===== config.mk =====
export PLATFORM = sky130hd
export DESIGN_NAME = wheel_segment_motion_controller_unit
export DESIGN_NICKNAME = d
export VERILOG_FILES = /design/src/rtl/wsmc_pkg.sv /design/src/rtl/wheel_segment_motion_controller_unit.sv /design/src/rtl/wsmc_queue.sv /design/src/rtl/wsmc_front.sv /design/src/rtl/wsmc_back.sv
export SDC_FILE = /design/constraint.sdc
export NUM_CORES = 2
export LEC_CHECK = 0
export CORE_ASPECT_RATIO = 1.25
export CORE_MARGIN = 2
export CORE_UTILIZATION = 25
export DETAILED_ROUTE_END_ITERATION = 8
export DONT_BUFFER_PORTS = 1
export PLACE_DENSITY = 0.36
export SLEW_MARGIN = 20
export SYNTH_ARGS = -nofsm -noshare
export SYNTH_HDL_FRONTEND = slang
export SYNTH_SLANG_ARGS = --single-unit
export TNS_END_PERCENT = 30

===== constraint.sdc =====
create_clock -name clock -period 16.76 [get_ports clock]
set_clock_uncertainty 0.2 [all_clocks]
set_input_delay 0.838 -clock clock [delete_from_list [all_inputs] [get_ports clock]]
set_output_delay 0.838 -clock clock [all_outputs]
set_load 0.1 [all_outputs]

===== src/rtl/wsmc_pkg.sv =====
package wsmc_pkg;

   typedef enum logic [1:0] {
      ST_RUNNING  = 2'd0,
      ST_COMPLETE = 2'd1,
      ST_FAILED   = 2'd2,
      ST_IDLE     = 2'd3
   } status_type;

   typedef enum logic [2:0] {
      FLT_NONE       = 3'd0,
      FLT_WRONG_DIR  = 3'd1,
      FLT_OVER_LIMIT = 3'd2,
      FLT_MISMATCH   = 3'd3,
      FLT_TIMEOUT    = 3'd4,
      FLT_STALL      = 3'd5
   } fault_type;

   typedef enum logic [1:0] {
      MODE_OFF       = 2'd0,
      MODE_FORWARD   = 2'd1,
      MODE_CLOCKWISE = 2'd2
   } mode_type;

   localparam logic REQ_START  = 1'b0;
   localparam logic REQ_SAMPLE = 1'b1;

   localparam logic KIND_FORWARD = 1'b0;

   localparam logic [1:0] CSR_FWD_TIMEOUT = 2'd0;
   localparam logic [1:0] CSR_TURN_TIMEOUT = 2'd1;
   localparam logic [1:0] CSR_WINDOW_MS = 2'd2;
   localparam logic [1:0] CSR_STALL_LIMIT = 2'd3;

   localparam logic [15:0] FWD_TIMEOUT_RESET = 16'd10000;
   localparam logic [15:0] TURN_TIMEOUT_RESET = 16'd6000;
   localparam logic [15:0] WINDOW_MS_RESET = 16'd300;
   localparam logic [3:0] STALL_LIMIT_RESET = 4'd4;

   // Duty values and thresholds of the forward and turn profiles.
   localparam int WRONG_DIR_LIMIT = -10;
   localparam int OVER_FWD = 100;
   localparam int OVER_TURN = 60;
   localparam int MISMATCH_FWD = 80;
   localparam int MISMATCH_TURN = 50;
   localparam int STALL_ADVANCE = 2;
   localparam logic [6:0] BASE_LEFT_FWD = 7'd50;
   localparam logic [6:0] BASE_RIGHT_FWD = 7'd55;
   localparam logic [6:0] FAST_LEFT_TURN = 7'd58;
   localparam logic [6:0] FAST_RIGHT_TURN = 7'd63;
   localparam logic [6:0] MID_LEFT_TURN = 7'd50;
   localparam logic [6:0] MID_RIGHT_TURN = 7'd55;
   localparam logic [6:0] SLOW_LEFT_TURN = 7'd44;
   localparam logic [6:0] SLOW_RIGHT_TURN = 7'd49;
   localparam int TIER_FAST = 70;
   localparam int TIER_MID = 25;
   localparam int RAMP_UP_SPAN = 100;
   localparam int RAMP_DOWN_SPAN = 160;
   localparam int CORR_BIG = 60;
   localparam logic [3:0] CORR_LIM_FWD = 4'd15;
   localparam logic [3:0] CORR_LIM_TURN = 4'd12;
   localparam logic [6:0] PWM_LO_FWD = 7'd42;
   localparam logic [6:0] PWM_HI_FWD = 7'd100;
   localparam logic [6:0] PWM_LO_TURN = 7'd36;
   localparam logic [6:0] PWM_HI_TURN = 7'd90;

   typedef struct packed {
      logic       run;
      logic       fwd;
      status_type status;
      fault_type  fault;
      mode_type   mode;
      logic [15:0] target;
      logic [6:0] left_pwm;
      logic [6:0] right_pwm;
   } job_type;

   typedef struct packed {
      status_type status;
      fault_type  fault;
      logic [6:0] left_pwm;
      logic [6:0] right_pwm;
      mode_type   mode;
   } rsp_ctl_type;

   function automatic logic [3:0] bump_count(input logic [3:0] c);
      bump_count = (c == 4'd15) ? 4'd15 : c + 4'd1;
   endfunction

endpackage


===== src/rtl/wheel_segment_motion_controller_unit.sv =====
// A request accepted into the job queue passes through the back end's stage registers
// into the result queue; it is held in place while the back end is stalled.
// Throughput: one request per cycle while the job queue is not full; the front end
// updates segment state per request and the back end is a three-stage duty pipeline.
// Reset (synchronous, active high) empties both queues, ends any segment and loads
// the default timeouts, window length and stall limit.
module wheel_segment_motion_controller_unit #(
   parameter int COUNT_BITS = 32,
   parameter int TIME_BITS = 32,
   parameter int JOB_DEPTH = 4,
   parameter int RSP_DEPTH = 4
) (
   input  logic                         clock,
   input  logic                         reset,
   input  logic                         csr_we,
   input  logic [1:0]                   csr_index,
   input  logic [15:0]                  csr_wdata,
   input  logic                         push,
   output logic                         full,
   input  logic                         req_type,
   input  logic                         req_motion_kind,
   input  logic [15:0]                  req_target_count,
   input  logic signed [COUNT_BITS-1:0] req_left_count,
   input  logic signed [COUNT_BITS-1:0] req_right_count,
   input  logic [TIME_BITS-1:0]         req_now_ms,
   input  logic                         pop,
   output logic                         empty,
   output logic [1:0]                   rsp_status,
   output logic [2:0]                   rsp_fault,
   output logic [6:0]                   rsp_left_pwm,
   output logic [6:0]                   rsp_right_pwm,
   output logic [1:0]                   rsp_drive_mode,
   output logic signed [COUNT_BITS-1:0] rsp_left_progress,
   output logic signed [COUNT_BITS-1:0] rsp_right_progress
);
   import wsmc_pkg::*;

   localparam int JOB_W = $bits(job_type) + 2 * COUNT_BITS;
   localparam int RSP_W = $bits(rsp_ctl_type) + 2 * COUNT_BITS;

   logic                         accept;
   job_type                      fe_job, be_job;
   logic signed [COUNT_BITS-1:0] fe_lp, fe_rp, be_lp, be_rp;
   logic [JOB_W-1:0]             jq_rd_data;
   logic                         jq_empty, jq_take;

   rsp_ctl_type                  out_ctl, head_ctl;
   logic signed [COUNT_BITS-1:0] out_lp, out_rp;
   logic                         out_valid, rq_full;
   logic [RSP_W-1:0]             rq_rd_data;

   assign accept = push && !full;

   wsmc_front #(
      .COUNT_BITS(COUNT_BITS),
      .TIME_BITS(TIME_BITS)
   ) u_front (
      .clock(clock),
      .reset(reset),
      .csr_we(csr_we),
      .csr_index(csr_index),
      .csr_wdata(csr_wdata),
      .accept(accept),
      .req_type(req_type),
      .req_motion_kind(req_motion_kind),
      .req_target_count(req_target_count),
      .req_left_count(req_left_count),
      .req_right_count(req_right_count),
      .req_now_ms(req_now_ms),
      .job(fe_job),
      .job_left_progress(fe_lp),
      .job_right_progress(fe_rp)
   );

   wsmc_queue #(
      .WIDTH(JOB_W),
      .DEPTH(JOB_DEPTH)
   ) u_job_queue (
      .clock(clock),
      .reset(reset),
      .wr_en(push),
      .wr_data({fe_job, fe_lp, fe_rp}),
      .rd_en(jq_take),
      .rd_data(jq_rd_data),
      .is_full(full),
      .is_empty(jq_empty)
   );

   assign {be_job, be_lp, be_rp} = jq_rd_data;

   wsmc_back #(
      .COUNT_BITS(COUNT_BITS)
   ) u_back (
      .clock(clock),
      .reset(reset),
      .job_valid(!jq_empty),
      .job(be_job),
      .job_left_progress(be_lp),
      .job_right_progress(be_rp),
      .job_take(jq_take),
      .out_full(rq_full),
      .out_valid(out_valid),
      .out_ctl(out_ctl),
      .out_left_progress(out_lp),
      .out_right_progress(out_rp)
   );

   wsmc_queue #(
      .WIDTH(RSP_W),
      .DEPTH(RSP_DEPTH)
   ) u_rsp_queue (
      .clock(clock),
      .reset(reset),
      .wr_en(out_valid),
      .wr_data({out_ctl, out_lp, out_rp}),
      .rd_en(pop),
      .rd_data(rq_rd_data),
      .is_full(rq_full),
      .is_empty(empty)
   );

   assign {head_ctl, rsp_left_progress, rsp_right_progress} = rq_rd_data;
   assign rsp_status = head_ctl.status;
   assign rsp_fault = head_ctl.fault;
   assign rsp_left_pwm = head_ctl.left_pwm;
   assign rsp_right_pwm = head_ctl.right_pwm;
   assign rsp_drive_mode = head_ctl.mode;

endmodule


===== src/rtl/wsmc_queue.sv =====
module wsmc_queue #(
   parameter int WIDTH = 8,
   parameter int DEPTH = 4
) (
   input  logic             clock,
   input  logic             reset,
   input  logic             wr_en,
   input  logic [WIDTH-1:0] wr_data,
   input  logic             rd_en,
   output logic [WIDTH-1:0] rd_data,
   output logic             is_full,
   output logic             is_empty
);
   localparam int PTR_W = $clog2(DEPTH);
   localparam int CNT_W = $clog2(DEPTH + 1);

   logic [WIDTH-1:0] mem [DEPTH];
   logic [PTR_W-1:0] wptr_ff, wptr_in, rptr_ff, rptr_in;
   logic [CNT_W-1:0] count_ff, count_in;
   logic             do_wr, do_rd;

   assign is_full = (count_ff == CNT_W'(DEPTH));
   assign is_empty = (count_ff == '0);
   assign do_wr = wr_en && !is_full;
   assign do_rd = rd_en && !is_empty;
   assign rd_data = mem[rptr_ff];

   always_comb begin
      wptr_in = wptr_ff;
      rptr_in = rptr_ff;
      count_in = count_ff;
      if (do_wr) begin
         wptr_in = (wptr_ff == PTR_W'(DEPTH - 1)) ? '0 : wptr_ff + 1'b1;
      end
      if (do_rd) begin
         rptr_in = (rptr_ff == PTR_W'(DEPTH - 1)) ? '0 : rptr_ff + 1'b1;
      end
      if (do_wr && !do_rd) begin
         count_in = count_ff + 1'b1;
      end else if (do_rd && !do_wr) begin
         count_in = count_ff - 1'b1;
      end
   end

   always_ff @(posedge clock) begin
      if (reset) begin
         wptr_ff <= '0;
         rptr_ff <= '0;
         count_ff <= '0;
      end else begin
         wptr_ff <= wptr_in;
         rptr_ff <= rptr_in;
         count_ff <= count_in;
      end
   end

   always_ff @(posedge clock) begin
      if (do_wr) begin
         mem[wptr_ff] <= wr_data;
      end
   end

   a_count_bound : assert property (@(posedge clock) disable iff (reset)
      count_ff <= CNT_W'(DEPTH))
      else $error("queue count exceeds its depth");

endmodule


===== src/rtl/wsmc_front.sv =====
module wsmc_front #(
   parameter int COUNT_BITS = 32,
   parameter int TIME_BITS = 32
) (
   input  logic                         clock,
   input  logic                         reset,
   input  logic                         csr_we,
   input  logic [1:0]                   csr_index,
   input  logic [15:0]                  csr_wdata,
   input  logic                         accept,
   input  logic                         req_type,
   input  logic                         req_motion_kind,
   input  logic [15:0]                  req_target_count,
   input  logic signed [COUNT_BITS-1:0] req_left_count,
   input  logic signed [COUNT_BITS-1:0] req_right_count,
   input  logic [TIME_BITS-1:0]         req_now_ms,
   output wsmc_pkg::job_type            job,
   output logic signed [COUNT_BITS-1:0] job_left_progress,
   output logic signed [COUNT_BITS-1:0] job_right_progress
);
   import wsmc_pkg::*;

   localparam int EB = (COUNT_BITS > 17 ? COUNT_BITS : 17) + 2;
   localparam int TW = (TIME_BITS > 16 ? TIME_BITS : 16);
   localparam logic signed [EB-1:0] WRONG_LIM = EB'(WRONG_DIR_LIMIT);
   localparam logic signed [EB-1:0] ADV_LIM = EB'(STALL_ADVANCE);

   logic [15:0] fwd_timeout_ff, turn_timeout_ff, window_ms_ff;
   logic [3:0]  stall_limit_ff;

   logic                         active_ff, active_in;
   logic                         kind_ff, kind_in;
   logic [15:0]                  target_ff, target_in;
   logic signed [COUNT_BITS-1:0] left_zero_ff, left_zero_in;
   logic signed [COUNT_BITS-1:0] right_zero_ff, right_zero_in;
   logic [TIME_BITS-1:0]         seg_start_ff, seg_start_in;
   logic [TIME_BITS-1:0]         win_start_ff, win_start_in;
   logic signed [COUNT_BITS-1:0] left_mark_ff, left_mark_in;
   logic signed [COUNT_BITS-1:0] right_mark_ff, right_mark_in;
   logic [3:0]                   left_stall_ff, left_stall_in;
   logic [3:0]                   right_stall_ff, right_stall_in;

   logic signed [COUNT_BITS-1:0] ld, lp, rp;
   logic signed [EB-1:0]         lpx, rpx, tx, over_max, mis_max, diff, la, ra;
   logic [TIME_BITS-1:0]         el_seg, el_win;
   logic [15:0]                  timeout_sel;
   logic                         fwd, f_wrong, f_over, f_mis, reached, f_time, win_due;
   logic [3:0]                   left_cnt_new, right_cnt_new;
   logic                         stalled, win_take;
   fault_type                    fault;

   // Configuration registers.
   always_ff @(posedge clock) begin
      if (reset) begin
         fwd_timeout_ff <= FWD_TIMEOUT_RESET;
         turn_timeout_ff <= TURN_TIMEOUT_RESET;
         window_ms_ff <= WINDOW_MS_RESET;
         stall_limit_ff <= STALL_LIMIT_RESET;
      end else if (csr_we) begin
         case (csr_index)
            CSR_FWD_TIMEOUT: fwd_timeout_ff <= csr_wdata;
            CSR_TURN_TIMEOUT: turn_timeout_ff <= csr_wdata;
            CSR_WINDOW_MS: window_ms_ff <= csr_wdata;
            CSR_STALL_LIMIT: stall_limit_ff <= csr_wdata[3:0];
            default: ;
         endcase
      end
   end

   // Progress and checks of a sample against the running segment.
   assign fwd = (kind_ff == KIND_FORWARD);
   assign ld = req_left_count - left_zero_ff;
   assign lp = fwd ? ld : -ld;
   assign rp = req_right_count - right_zero_ff;
   assign lpx = EB'(lp);
   assign rpx = EB'(rp);
   assign tx = EB'(target_ff);
   assign over_max = tx + (fwd ? EB'(OVER_FWD) : EB'(OVER_TURN));
   assign mis_max = fwd ? EB'(MISMATCH_FWD) : EB'(MISMATCH_TURN);
   assign diff = lpx - rpx;

   assign f_wrong = (lpx < WRONG_LIM) || (rpx < WRONG_LIM);
   assign f_over = (lpx > over_max) || (rpx > over_max);
   assign f_mis = (diff > mis_max) || (diff < -mis_max);
   assign reached = (lpx >= tx) && (rpx >= tx);

   assign el_seg = req_now_ms - seg_start_ff;
   assign el_win = req_now_ms - win_start_ff;
   assign timeout_sel = fwd ? fwd_timeout_ff : turn_timeout_ff;
   assign f_time = TW'(el_seg) >= TW'(timeout_sel);
   assign win_due = TW'(el_win) >= TW'(window_ms_ff);

   assign la = lpx - EB'(left_mark_ff);
   assign ra = rpx - EB'(right_mark_ff);
   assign left_cnt_new = (lpx < tx) ? ((la < ADV_LIM) ? bump_count(left_stall_ff) : 4'd0)
                                    : 4'd0;
   assign right_cnt_new = (rpx < tx) ? ((ra < ADV_LIM) ? bump_count(right_stall_ff) : 4'd0)
                                     : 4'd0;
   assign stalled = (left_cnt_new >= stall_limit_ff) || (right_cnt_new >= stall_limit_ff);
   assign win_take = !f_wrong && !f_over && !f_mis && !reached && !f_time && win_due;

   always_comb begin
      if (f_wrong) begin
         fault = FLT_WRONG_DIR;
      end else if (f_over) begin
         fault = FLT_OVER_LIMIT;
      end else if (f_mis) begin
         fault = FLT_MISMATCH;
      end else if (reached) begin
         fault = FLT_NONE;
      end else if (f_time) begin
         fault = FLT_TIMEOUT;
      end else if (win_due && stalled) begin
         fault = FLT_STALL;
      end else begin
         fault = FLT_NONE;
      end
   end

   // Job handed to the back end; fixed results are settled here.
   always_comb begin
      job.run = 1'b0;
      job.fwd = fwd;
      job.status = ST_IDLE;
      job.fault = FLT_NONE;
      job.mode = MODE_OFF;
      job.target = target_ff;
      job.left_pwm = '0;
      job.right_pwm = '0;
      job_left_progress = '0;
      job_right_progress = '0;
      if (req_type == REQ_START) begin
         job.status = ST_RUNNING;
         if (req_motion_kind == KIND_FORWARD) begin
            job.mode = MODE_FORWARD;
            job.left_pwm = BASE_LEFT_FWD;
            job.right_pwm = BASE_RIGHT_FWD;
         end else begin
            job.mode = MODE_CLOCKWISE;
            job.left_pwm = FAST_LEFT_TURN;
            job.right_pwm = FAST_RIGHT_TURN;
         end
      end else if (active_ff) begin
         job_left_progress = lp;
         job_right_progress = rp;
         if (fault != FLT_NONE) begin
            job.status = ST_FAILED;
            job.fault = fault;
         end else if (reached) begin
            job.status = ST_COMPLETE;
         end else begin
            job.run = 1'b1;
            job.status = ST_RUNNING;
            job.mode = fwd ? MODE_FORWARD : MODE_CLOCKWISE;
         end
      end
   end

   // Segment state update.
   always_comb begin
      active_in = active_ff;
      kind_in = kind_ff;
      target_in = target_ff;
      left_zero_in = left_zero_ff;
      right_zero_in = right_zero_ff;
      seg_start_in = seg_start_ff;
      win_start_in = win_start_ff;
      left_mark_in = left_mark_ff;
      right_mark_in = right_mark_ff;
      left_stall_in = left_stall_ff;
      right_stall_in = right_stall_ff;
      if (accept) begin
         if (req_type == REQ_START) begin
            active_in = 1'b1;
            kind_in = req_motion_kind;
            target_in = req_target_count;
            left_zero_in = req_left_count;
            right_zero_in = req_right_count;
            seg_start_in = req_now_ms;
            win_start_in = req_now_ms;
            left_mark_in = '0;
            right_mark_in = '0;
            left_stall_in = '0;
            right_stall_in = '0;
         end else if (active_ff) begin
            if (fault != FLT_NONE || reached) begin
               active_in = 1'b0;
            end
            if (win_take) begin
               left_stall_in = left_cnt_new;
               right_stall_in = right_cnt_new;
               left_mark_in = lp;
               right_mark_in = rp;
               win_start_in = req_now_ms;
            end
         end
      end
   end

   always_ff @(posedge clock) begin
      if (reset) begin
         active_ff <= 1'b0;
         left_stall_ff <= '0;
         right_stall_ff <= '0;
      end else begin
         active_ff <= active_in;
         left_stall_ff <= left_stall_in;
         right_stall_ff <= right_stall_in;
      end
   end

   always_ff @(posedge clock) begin
      kind_ff <= kind_in;
      target_ff <= target_in;
      left_zero_ff <= left_zero_in;
      right_zero_ff <= right_zero_in;
      seg_start_ff <= seg_start_in;
      win_start_ff <= win_start_in;
      left_mark_ff <= left_mark_in;
      right_mark_ff <= right_mark_in;
   end

   a_start_arms : assert property (@(posedge clock) disable iff (reset)
      (accept && req_type == REQ_START) |=> active_ff)
      else $error("segment not active after a start request");

   a_stop_idles : assert property (@(posedge clock) disable iff (reset)
      (accept && (job.status == ST_FAILED || job.status == ST_COMPLETE)) |=> !active_ff)
      else $error("segment still active after a fault or completion");

   a_fault_status : assert property (@(posedge clock) disable iff (reset)
      accept |-> ((job.fault != FLT_NONE) == (job.status == ST_FAILED)))
      else $error("fault code and failed status disagree");

endmodule


===== src/rtl/wsmc_back.sv =====
module wsmc_back #(
   parameter int COUNT_BITS = 32
) (
   input  logic                         clock,
   input  logic                         reset,
   input  logic                         job_valid,
   input  wsmc_pkg::job_type            job,
   input  logic signed [COUNT_BITS-1:0] job_left_progress,
   input  logic signed [COUNT_BITS-1:0] job_right_progress,
   output logic                         job_take,
   input  logic                         out_full,
   output logic                         out_valid,
   output wsmc_pkg::rsp_ctl_type        out_ctl,
   output logic signed [COUNT_BITS-1:0] out_left_progress,
   output logic signed [COUNT_BITS-1:0] out_right_progress
);
   import wsmc_pkg::*;

   localparam int EB = (COUNT_BITS > 17 ? COUNT_BITS : 17) + 2;

   logic adv1, adv2, adv3;
   logic v1_ff, v2_ff, v3_ff;

   // Stage 1: spread, sum and profile inputs.
   job_type                      s1_job_ff;
   logic signed [COUNT_BITS-1:0] s1_lp_ff, s1_rp_ff;
   logic signed [EB-1:0]         s1_diff_ff, s1_sum_ff;
   logic [6:0]                   s1_slow_ff, s1_slow_in;
   logic [7:0]                   s1_rem_ff, s1_rem_in;
   logic                         s1_ldone_ff, s1_rdone_ff;
   logic signed [EB-1:0]         lpx, rpx, tx, slow, lead, rem;

   // Stage 2: spread magnitude, turn midpoint and ramp term.
   job_type                      s2_job_ff;
   logic signed [COUNT_BITS-1:0] s2_lp_ff, s2_rp_ff;
   logic                         s2_neg_ff, s2_big_ff, s2_ldone_ff, s2_rdone_ff;
   logic [5:0]                   s2_mag_ff;
   logic signed [EB-1:0]         s2_half_ff;
   logic [4:0]                   s2_add_ff;
   logic signed [EB-1:0]         mag, sum_adj;
   logic [15:0]                  up_prod;
   logic [4:0]                   up_term, down_term;

   // Stage 3: base duty and clamped correction.
   job_type                      s3_job_ff;
   logic signed [COUNT_BITS-1:0] s3_lp_ff, s3_rp_ff;
   logic                         s3_ldone_ff, s3_rdone_ff;
   logic signed [4:0]            s3_corr_ff, corr_in;
   logic [6:0]                   s3_bl_ff, s3_br_ff, bl_in, br_in;
   logic signed [EB-1:0]         rem_turn;
   logic [11:0]                  div5_prod;
   logic [3:0]                   corr_mag;

   logic signed [8:0] lv, rv, lo9, hi9;
   logic [6:0]        lpwm, rpwm;

   assign adv3 = !v3_ff || !out_full;
   assign adv2 = !v2_ff || adv3;
   assign adv1 = !v1_ff || adv2;
   assign job_take = job_valid && adv1;

   always_ff @(posedge clock) begin
      if (reset) begin
         v1_ff <= 1'b0;
         v2_ff <= 1'b0;
         v3_ff <= 1'b0;
      end else begin
         if (adv1) begin
            v1_ff <= job_valid;
         end
         if (adv2) begin
            v2_ff <= v1_ff;
         end
         if (adv3) begin
            v3_ff <= v2_ff;
         end
      end
   end

   assign lpx = EB'(job_left_progress);
   assign rpx = EB'(job_right_progress);
   assign tx = EB'(job.target);
   assign slow = (lpx < rpx) ? lpx : rpx;
   assign lead = (lpx > rpx) ? lpx : rpx;
   assign rem = tx - lead;

   always_comb begin
      if (slow < 0) begin
         s1_slow_in = '0;
      end else if (slow > EB'(RAMP_UP_SPAN)) begin
         s1_slow_in = 7'(RAMP_UP_SPAN);
      end else begin
         s1_slow_in = slow[6:0];
      end
      if (rem < 0) begin
         s1_rem_in = '0;
      end else if (rem > EB'(RAMP_DOWN_SPAN)) begin
         s1_rem_in = 8'(RAMP_DOWN_SPAN);
      end else begin
         s1_rem_in = rem[7:0];
      end
   end

   always_ff @(posedge clock) begin
      if (adv1) begin
         s1_job_ff <= job;
         s1_lp_ff <= job_left_progress;
         s1_rp_ff <= job_right_progress;
         s1_diff_ff <= lpx - rpx;
         s1_sum_ff <= lpx + rpx;
         s1_slow_ff <= s1_slow_in;
         s1_rem_ff <= s1_rem_in;
         s1_ldone_ff <= (lpx >= tx);
         s1_rdone_ff <= (rpx >= tx);
      end
   end

   // Ramp up is floor(3*s/10) by reciprocal (exact for 3*s up to 300);
   // ramp down is floor(3*r/16).
   assign mag = s1_diff_ff[EB-1] ? -s1_diff_ff : s1_diff_ff;
   assign sum_adj = s1_sum_ff + EB'({1'b0, s1_sum_ff[EB-1]});
   assign up_prod = 16'(9'(s1_slow_ff) * 9'd3) * 16'd205;
   assign up_term = 5'(up_prod >> 11);
   assign down_term = 5'((10'(s1_rem_ff) * 10'd3) >> 4);

   always_ff @(posedge clock) begin
      if (adv2) begin
         s2_job_ff <= s1_job_ff;
         s2_lp_ff <= s1_lp_ff;
         s2_rp_ff <= s1_rp_ff;
         s2_neg_ff <= s1_diff_ff[EB-1];
         s2_big_ff <= (mag >= EB'(CORR_BIG));
         s2_mag_ff <= mag[5:0];
         s2_half_ff <= sum_adj >>> 1;
         s2_add_ff <= (up_term < down_term) ? up_term : down_term;
         s2_ldone_ff <= s1_ldone_ff;
         s2_rdone_ff <= s1_rdone_ff;
      end
   end

   // Below the clamp point the spread is under 60, so m/5 = (m*52) >> 8 is exact.
   assign div5_prod = 12'(s2_mag_ff) * 12'd52;
   assign rem_turn = EB'(s2_job_ff.target) - s2_half_ff;

   always_comb begin
      if (s2_job_ff.fwd) begin
         corr_mag = s2_big_ff ? CORR_LIM_FWD : 4'(s2_mag_ff >> 2);
         bl_in = BASE_LEFT_FWD + 7'(s2_add_ff);
         br_in = BASE_RIGHT_FWD + 7'(s2_add_ff);
      end else begin
         corr_mag = s2_big_ff ? CORR_LIM_TURN : 4'(div5_prod >> 8);
         if (rem_turn > EB'(TIER_FAST)) begin
            bl_in = FAST_LEFT_TURN;
            br_in = FAST_RIGHT_TURN;
         end else if (rem_turn > EB'(TIER_MID)) begin
            bl_in = MID_LEFT_TURN;
            br_in = MID_RIGHT_TURN;
         end else begin
            bl_in = SLOW_LEFT_TURN;
            br_in = SLOW_RIGHT_TURN;
         end
      end
      corr_in = s2_neg_ff ? -signed'({1'b0, corr_mag}) : signed'({1'b0, corr_mag});
   end

   always_ff @(posedge clock) begin
      if (adv3) begin
         s3_job_ff <= s2_job_ff;
         s3_lp_ff <= s2_lp_ff;
         s3_rp_ff <= s2_rp_ff;
         s3_corr_ff <= corr_in;
         s3_bl_ff <= bl_in;
         s3_br_ff <= br_in;
         s3_ldone_ff <= s2_ldone_ff;
         s3_rdone_ff <= s2_rdone_ff;
      end
   end

   assign lo9 = signed'({2'b00, s3_job_ff.fwd ? PWM_LO_FWD : PWM_LO_TURN});
   assign hi9 = signed'({2'b00, s3_job_ff.fwd ? PWM_HI_FWD : PWM_HI_TURN});
   assign lv = signed'({2'b00, s3_bl_ff}) - 9'(s3_corr_ff);
   assign rv = signed'({2'b00, s3_br_ff}) + 9'(s3_corr_ff);

   always_comb begin
      lpwm = s3_job_ff.left_pwm;
      rpwm = s3_job_ff.right_pwm;
      if (s3_job_ff.run) begin
         if (s3_ldone_ff) begin
            lpwm = '0;
         end else if (lv < lo9) begin
            lpwm = lo9[6:0];
         end else if (lv > hi9) begin
            lpwm = hi9[6:0];
         end else begin
            lpwm = lv[6:0];
         end
         if (s3_rdone_ff) begin
            rpwm = '0;
         end else if (rv < lo9) begin
            rpwm = lo9[6:0];
         end else if (rv > hi9) begin
            rpwm = hi9[6:0];
         end else begin
            rpwm = rv[6:0];
         end
      end
   end

   assign out_valid = v3_ff && !out_full;
   assign out_ctl.status = s3_job_ff.status;
   assign out_ctl.fault = s3_job_ff.fault;
   assign out_ctl.left_pwm = lpwm;
   assign out_ctl.right_pwm = rpwm;
   assign out_ctl.mode = s3_job_ff.mode;
   assign out_left_progress = s3_lp_ff;
   assign out_right_progress = s3_rp_ff;

   a_hold_on_full : assert property (@(posedge clock) disable iff (reset)
      (v3_ff && out_full) |=> (v3_ff && $stable(s3_lp_ff) && $stable(s3_corr_ff)))
      else $error("last stage changed while the result queue was full");

endmodule

* Word-level counts from Yosys, hierarchy flattened
Memories as Yosys holds them, arrays and structs flattened. A register that Yosys moved wholly into a read port is not among the register bits.
Cells that the tools add are included.
** Storage, ports and cells
- Flip-flop bits (word level) :: 734
- Memory bits (writable) :: 752
- Bits of input ports :: 137
- Output and inout bits :: 87
- Word-level logic and storage cells :: 308
- Memories :: 2
** Cells by class
- Add/subtract/negate cells :: 31
- $mul :: 4
- Magnitude comparators :: 32
- Equal/unequal tests :: 13
- Multiplexer cells :: 95
- Bitwise operators :: 2
- Reduce and logical (&&, ||, !) cells :: 55
** Memories
- u_job_queue.mem :: words 4, bits a word 103, rd ports 1, clocked after Yosys merged registers in 1, wr ports 1, line wsmc_queue.sv:17 : logic [WIDTH-1:0] mem [DEPTH];
- u_rsp_queue.mem :: words 4, bits a word 85, rd ports 1, clocked after Yosys merged registers in 1, wr ports 1, line wsmc_queue.sv:17
** Operators by type and width (count)
- $mux 32 :: 12
- $sub 32x32->33 :: 4
- $ge 32x17->1 :: 4
- $sub 32x32->32 :: 4
- $mux 7 :: 16
- $mux 34 :: 3
- $gt 32x34->1 :: 2
- $gt 34x8->1 const B :: 2
- $lt 34x1->1 const B :: 2
- $lt 34x3->1 const B :: 2
- $mux 4 :: 17
- $neg 34->34 :: 2
- $ge 32x16->1 :: 2
- $lt 32x17->1 :: 2
- $lt 32x5->1 const B :: 2
- $mux 3 :: 13
- $add 17x34->34 :: 1
- $add 34x1->34 :: 1
- $ge 34x7->1 const B :: 1
- $gt 34x34->1 :: 1
- $gt 34x6->1 const B :: 1
- $gt 34x9->1 const B :: 1
- $lt 34x34->1 :: 1
- $sub 17x33->34 :: 1
- 45 further kinds :: 135

* Longest topological paths before layout
- Depth after elaboration :: 21
- Depth in mapped cells :: 42
- Gate-level depth less buffers :: 41

* Modules after synthesis
Synthesis repeated with hierarchy kept, for this count alone.
** Second synthesis, totals
- Cells, all modules :: 6714
- Area, all modules :: 81769.7 um^2
** Modules (own cells, without submodules)
- wsmc_front :: times used 1, cells an instance 3390, area an instance 27681.5 um^2, seq. area each 7497.2 um^2
- wsmc_back :: times used 1, cells an instance 2240, area an instance 25873.6 um^2, seq. area each 13392.8 um^2
- wsmc_queue (u_job_queue) :: times used 1, cells an instance 588, area an instance 15407.3 um^2, seq. area each 12552.0 um^2
- wsmc_queue (u_rsp_queue) :: times used 1, cells an instance 494, area an instance 12789.8 um^2, seq. area each 10390.0 um^2
- wheel_segment_motion_controller_unit :: times used 1, cells an instance 2, area an instance 17.5 um^2, seq. area each 0.0 um^2

* Least setup slack after synthesis
OpenSTA, ideal clock, no wires.
- Path kind :: input-to-reg
- Start point :: input req_left_count[0]
- End point :: register u_front.left_mark_ff[0] (enable)
- Library setup time :: 0.582 ns
- Arrival :: 11.437 ns
- Required time :: 15.978 ns
- Path slack :: 4.541 ns
- Stages on the path :: 32
- Buffers on the path :: 1
- Path through :: inv_1 ha_1 inv_1 fa_1 a21oi_1 o2bb2ai_1 or4_1 o21ai_0 o21ai_1 or3_1 nor2_1 nand2_1 nand2_1 xnor2_1 inv_1 ha_1 clkbuf_1 a21o_1 a211o_1 o21ai_0 o21ai_0 xnor2_1 nor4_1 nand4_1 nor4b_1 nor4bb_1 nand4b_1 o21ai_0 nand4b_4 nor3_2 nand2_1 a21oi_1
** Between the ends
- Word-level cells in the longest chain between the ends :: 13
- Elaborated cells between the ends (all ways) :: 24
- Those cells by class :: 3 x add/sub; 5 x order compare; 1 x eq/ne; 1 x mux; 14 x reduce/logical
** Ends and longest elaborated chain
- start: declaration :: line wheel_segment_motion_controller_unit.sv:23 : input logic signed [COUNT_BITS-1:0] req_left_count,
- $sub 32x32->32 * :: line wsmc_front.sv:72 : assign ld = req_left_count - left_zero_ff;
- $neg 32->32 :: line wsmc_front.sv:73 : assign lp = fwd ? ld : -ld;
- $mux 32 * :: line wsmc_front.sv:73
- net u_front.lp[16] :: line wsmc_front.sv:43 : logic signed [COUNT_BITS-1:0] ld, lp, rp;
- $sub 32x32->33, or another cell as far along :: line wsmc_front.sv:80 : assign diff = lpx - rpx;
- $gt 34x34->1, or another cell as far along :: line wsmc_front.sv:84 : assign f_mis = (diff > mis_max) || (diff < -mis_max);
- $logic_or 1x1->1 or $logic_not 1->1 (tied branches) :: line wsmc_front.sv:84, wsmc_front.sv:100
- $logic_not 1->1 or $logic_and 1x1->1 (tied branches) :: line wsmc_front.sv:100 : assign win_take = !f_wrong && !f_over && !f_mis && !reached && !f_time && win_due;
- $logic_and 1x1->1 :: line wsmc_front.sv:100
- $logic_and 1x1->1 * (3 in series) :: line wsmc_front.sv:100
- $ne 2x1->1 (no source line) *
- $reduce_and 3->1 (no source line) *
- end signal: assignment :: line wsmc_front.sv:219 : left_mark_ff <= left_mark_in;
- end: declaration :: line wsmc_front.sv:38 : logic signed [COUNT_BITS-1:0] left_mark_ff, left_mark_in;
Mark *: on every way through the listed nets, which the timed path passes. The rest lies on a longest branch.
A chain may end at the register's enable or synchronous reset.

==> metrics.log <==
[metrics] clk sinks: 1,403
[metrics] htree depth: 4
[metrics] Remaining Overflow, GRT: 0
[metrics] hold slack final: 0.0940 ns
[metrics] Synthesized Nets: 7,071
[metrics] area leader, netlist: sky130_fd_sc_hd__edfxtp_1
[metrics] Tightest Hold Check Type: in2reg
[metrics] proportion of netlist area held by the largest area contributor: 51.7%
[metrics] P&R area growth vs syn: 15.7%
[metrics] share of post-route cells with drive strength above 1: 9.31%
[metrics] fin. max-slew vios: 0
[metrics] number of iterations in the first detailed-routing pass: 7
[metrics] sequential share of the synthesized area: 53.9%
[metrics] clock input transition at the sequential cells of the worst setup and hold paths: 0.06 ns
[metrics] final total negative setup slack: 0 ns
[metrics] Synth Instances: 6,313
[metrics] average cell area after synthesis: 12.1 sq um
[metrics] Crit Path Class: reg2reg
[metrics] maximum ir drop on the vdd rail: 146 uV
[metrics] global-route usage over all layers: 14.7%
[metrics] Max stage delay cell, worst path: sky130_fd_sc_hd__a211oi_2
[metrics] total CTS buffers: 170
[metrics] Via density: 4.68
[metrics] aggregate routed wire length: 233,000 um
[metrics] number of global-route vias before repair: 52,100
[metrics] period utilization: 66.1%
[metrics] total via count in the routed design: 50,000
[metrics] count of input and output buffers: 0
[metrics] post-synth design cell area: 76,700 sq um
[metrics] count of nets after finishing: 7,302
[metrics] wire length of the first global-routing pass: 345,000 um
[metrics] antenna violations before repair: 11
[metrics] detailed-placement wirelength estimate: 172,000 um
[metrics] clock latency on the worst-skew pair: 0.87 ns
[metrics] maximum fanout along the worst path: 8
[metrics] Crit path largest cell delay: 0.88 ns
[metrics] Synth Register Bits: 1,403
[metrics] initial standard-cell utilization of the core: 25.1%
[metrics] DIE HEIGHT: 623 um
[metrics] number of DRC markers after the initial detailed-route iteration: 2,425
[metrics] count of antenna-violating nets left after detailed routing: 0
[metrics] Main synth FF type: sky130_fd_sc_hd__edfxtp_1
[metrics] io pins: 224
[metrics] CTS resizes: 0
[metrics] critical path launch point type: flop
[metrics] average routed wire per standard cell: 21.9 um
[metrics] Min Clock Period, post-route: 11.08 ns
[metrics] final count of hold timing violations: 0
[metrics] maximum root-to-sink buffer count: 4
[metrics] gpl congestion: 0.841
[metrics] maximum number of pins on one net before global-route repair: 73
[metrics] area of the core: 306,000 sq um
[metrics] number of enable flip-flop cells after synthesis: 1,321
[metrics] total die area: 311,000 sq um
[metrics] highest attainable clock frequency: 0.0903 GHz
[metrics] top cells by area, synth: sky130_fd_sc_hd__edfxtp_1, sky130_fd_sc_hd__ha_1, sky130_fd_sc_hd__mux4_2
[metrics] Placement Rows: 227
[metrics] Synthesis Warnings: 0
[metrics] Leakage Power: 33.2 nW
[metrics] power density normalized to cell area: 203 nW/um^2
[metrics] CTS root buf: sky130_fd_sc_hd__clkbuf_16
[metrics] RSZ-0062 raised after global routing: false
[metrics] clock tree from TritonCTS: yes
[metrics] run status: finished, final reports clean
[metrics] Critical Path RT: 17.17 ns
[metrics] Rel. slew slack: 31.8%
[metrics] Critical Path Sink Type: flop
[metrics] Distinct cells, synth: 101
[metrics] Die X: 499 um
[metrics] measured slew at the worst slew-check pin: 1.02 ns
[metrics] remaining routing DRC violations: 0
[metrics] reported max-cap violation count: 0
[metrics] arrival time worst endpoint: 11.49 ns
[metrics] final number of setup-violating endpoints: 0
[metrics] share of synthesized flip-flops with an asynchronous set or reset: 0%
metrics by stage:
stage	setup WS, ns	utilization, %	std cells	total power [W]	cell area, sq um
global route	4.92	29.0	10700	0.0194	88700
floorplan	4.54	-	6313	0.0117	76700
detailed placement	5.26	26.8	10200	0.0146	81900
CTS	5.63	29.0	10700	0.0184	88700
finish	5.68	29.0	10700	0.0180	88700
global placement	5.36	26.8	10200	0.0145	81900
worst max-delay path: cells and delay by family, from the launching register on:
family / cells / cell delay (ns)
AND/OR/NAND/NOR: 17 / 4.02
adder cells (fa/ha/maj): 3 / 0.96
AO/OA/AOI/OAI: 15 / 4.66
XOR/XNOR: 1 / 0.38
buffers and inverters: 3 / 0.36
flip-flops: 1 / 0.32
placed cells by master, fill, tap and decap left out, types with 29 or more instances in the layout:
cell type	count
sky130_fd_sc_hd__nor3_1	99
sky130_fd_sc_hd__dfxtp_1	78
sky130_fd_sc_hd__buf_4	82
sky130_fd_sc_hd__xor2_1	113
sky130_fd_sc_hd__clkbuf_16	172
sky130_fd_sc_hd__a31oi_1	60
sky130_fd_sc_hd__a21o_1	146
sky130_fd_sc_hd__o21ai_0	251
sky130_fd_sc_hd__nand2b_1	85
sky130_fd_sc_hd__o21a_1	63
sky130_fd_sc_hd__a211oi_1	41
sky130_fd_sc_hd__o31ai_1	32
sky130_fd_sc_hd__o21bai_1	42
sky130_fd_sc_hd__nor2_1	433
sky130_fd_sc_hd__dlygate4sd3_1	132
sky130_fd_sc_hd__nor4_1	41
sky130_fd_sc_hd__nand4_1	78
sky130_fd_sc_hd__xnor2_1	209
sky130_fd_sc_hd__a21oi_1	412
sky130_fd_sc_hd__and3_1	56
sky130_fd_sc_hd__nand3_1	115
sky130_fd_sc_hd__edfxtp_1	1321
sky130_fd_sc_hd__nand2_1	384
sky130_fd_sc_hd__and2_1	44
sky130_fd_sc_hd__mux4_2	176
sky130_fd_sc_hd__o211ai_1	37
sky130_fd_sc_hd__nor2b_1	64
sky130_fd_sc_hd__mux2i_1	64
sky130_fd_sc_hd__clkbuf_1	29
sky130_fd_sc_hd__inv_1	569
sky130_fd_sc_hd__nand3b_1	34
sky130_fd_sc_hd__or3_1	34
sky130_fd_sc_hd__ha_1	588
sky130_fd_sc_hd__fa_1	33
where the power goes:
group	switching, W	internal [W]
combinational	0.00568	0.00317
clock	0.00151	0.00215
sequential	0.000503	0.00501
total	0.00769	0.0103
routing by layer:
metal  GRT usage [%]  share of wire [%]
met4            4.90                3.3
met3            2.02                3.0
met5               0              0.011
met2            27.0                 52
met1            17.4                 42
flip-flops by register name, summed over array words and instances, names as in the netlist, 16 cells and up, named ones only:
name / cells
u_back.s2_rp_ff: 32
u_front.right_mark_ff: 32
u_front.window_ms_ff: 16
u_back.s1_rp_ff: 32
u_back.s1_diff_ff: 32
u_back.s1_lp_ff: 32
u_front.fwd_timeout_ff: 16
u_front.seg_start_ff: 32
u_back.out_left_progress: 32
u_front.win_start_ff: 32
u_front.turn_timeout_ff: 16
u_job_queue.mem: 364
u_back.s2_job_ff: 27
u_front.left_zero_ff: 32
u_back.s2_lp_ff: 32
u_front.left_mark_ff: 32
u_back.s2_half_ff: 33
u_front.right_zero_ff: 32
u_back.s1_sum_ff: 33
u_rsp_queue.mem: 340
u_front.target_ff: 16
u_back.out_right_progress: 32
u_back.s1_job_ff: 27
kinds of logic (layout without fill, tap and decap cells):
family / count (synthesis) / after routing / share of synthesized area (%)
mux: 248 / 248 / 6.12
buf+inv: 731 / 1085 / 3.62
simple gates: 1603 / 1603 / 10.4
xor+xnor: 329 / 329 / 3.78
flops: 1403 / 1403 / 53.9
fa+ha+maj: 621 / 621 / 10.5
compound gates: 1378 / 1378 / 11.7
other cells: 0 / 6 / 0
cells in the mapped netlist, types with 25 or more instances:
| library cell | n |
|---|---|
| sky130_fd_sc_hd__a21o_1 | 146 |
| sky130_fd_sc_hd__o31ai_1 | 32 |
| sky130_fd_sc_hd__o211ai_1 | 37 |
| sky130_fd_sc_hd__o21ai_0 | 252 |
| sky130_fd_sc_hd__nor2b_1 | 64 |
| sky130_fd_sc_hd__or3_1 | 34 |
| sky130_fd_sc_hd__nor2_1 | 434 |
| sky130_fd_sc_hd__nand2_1 | 386 |
| sky130_fd_sc_hd__nand3_1 | 116 |
| sky130_fd_sc_hd__nand2b_1 | 85 |
| sky130_fd_sc_hd__and2_1 | 52 |
| sky130_fd_sc_hd__a31oi_1 | 60 |
| sky130_fd_sc_hd__o21bai_1 | 42 |
| sky130_fd_sc_hd__nand3b_1 | 34 |
| sky130_fd_sc_hd__ha_1 | 588 |
| sky130_fd_sc_hd__or2_2 | 25 |
| sky130_fd_sc_hd__nor3_1 | 101 |
| sky130_fd_sc_hd__fa_1 | 33 |
| sky130_fd_sc_hd__dfxtp_1 | 82 |
| sky130_fd_sc_hd__clkbuf_1 | 127 |
| sky130_fd_sc_hd__xnor2_1 | 212 |
| sky130_fd_sc_hd__edfxtp_1 | 1321 |
| sky130_fd_sc_hd__a211oi_1 | 41 |
| sky130_fd_sc_hd__nor4_1 | 41 |
| sky130_fd_sc_hd__mux2i_1 | 64 |
| sky130_fd_sc_hd__o21a_1 | 63 |
| sky130_fd_sc_hd__inv_1 | 570 |
| sky130_fd_sc_hd__and3_1 | 56 |
| sky130_fd_sc_hd__xor2_1 | 116 |
| sky130_fd_sc_hd__a21boi_0 | 25 |
| sky130_fd_sc_hd__nand4_1 | 78 |
| sky130_fd_sc_hd__a21oi_1 | 413 |
| sky130_fd_sc_hd__mux4_2 | 176 |
path summary, 6_finish.rpt:
check | end | slack [ns] | cells after the start | start
worst max-delay path | u_job_queue.mem[2][95] | 5.68 | 39 | u_front.left_zero_ff[2]
worst min-delay path | u_front.left_mark_ff[30] | 0.09 | 1 | req_type
worst max register to register | u_job_queue.mem[2][95] | 5.68 | 39 | u_front.left_zero_ff[2]
worst min register to register | u_back.out_right_progress[4] | 0.15 | 0 | u_back.s2_rp_ff[4]
what timing repair did:
| item | 4_1_cts | 5_1_grt |
|---|---|---|
| buffers inserted | 0 | 0 |
| hold buffers | 133 | 0 |
| endpoints found under the hold margin | 224 | 0 |
area by class of cell:
class	instances	area, sq um
Fill cell	31300	217000
Tap cell	4007	5010
Clock buffer	209	4510
Antenna cell	6	15.0
Clock inverter	86	898
Sequential cell	1403	41300
Multi-Input combinational cell	4179	32700
Inverter	572	2150
Timing Repair Buffer	218	2040
No activity file was read; power rests on OpenSTA's default activity.
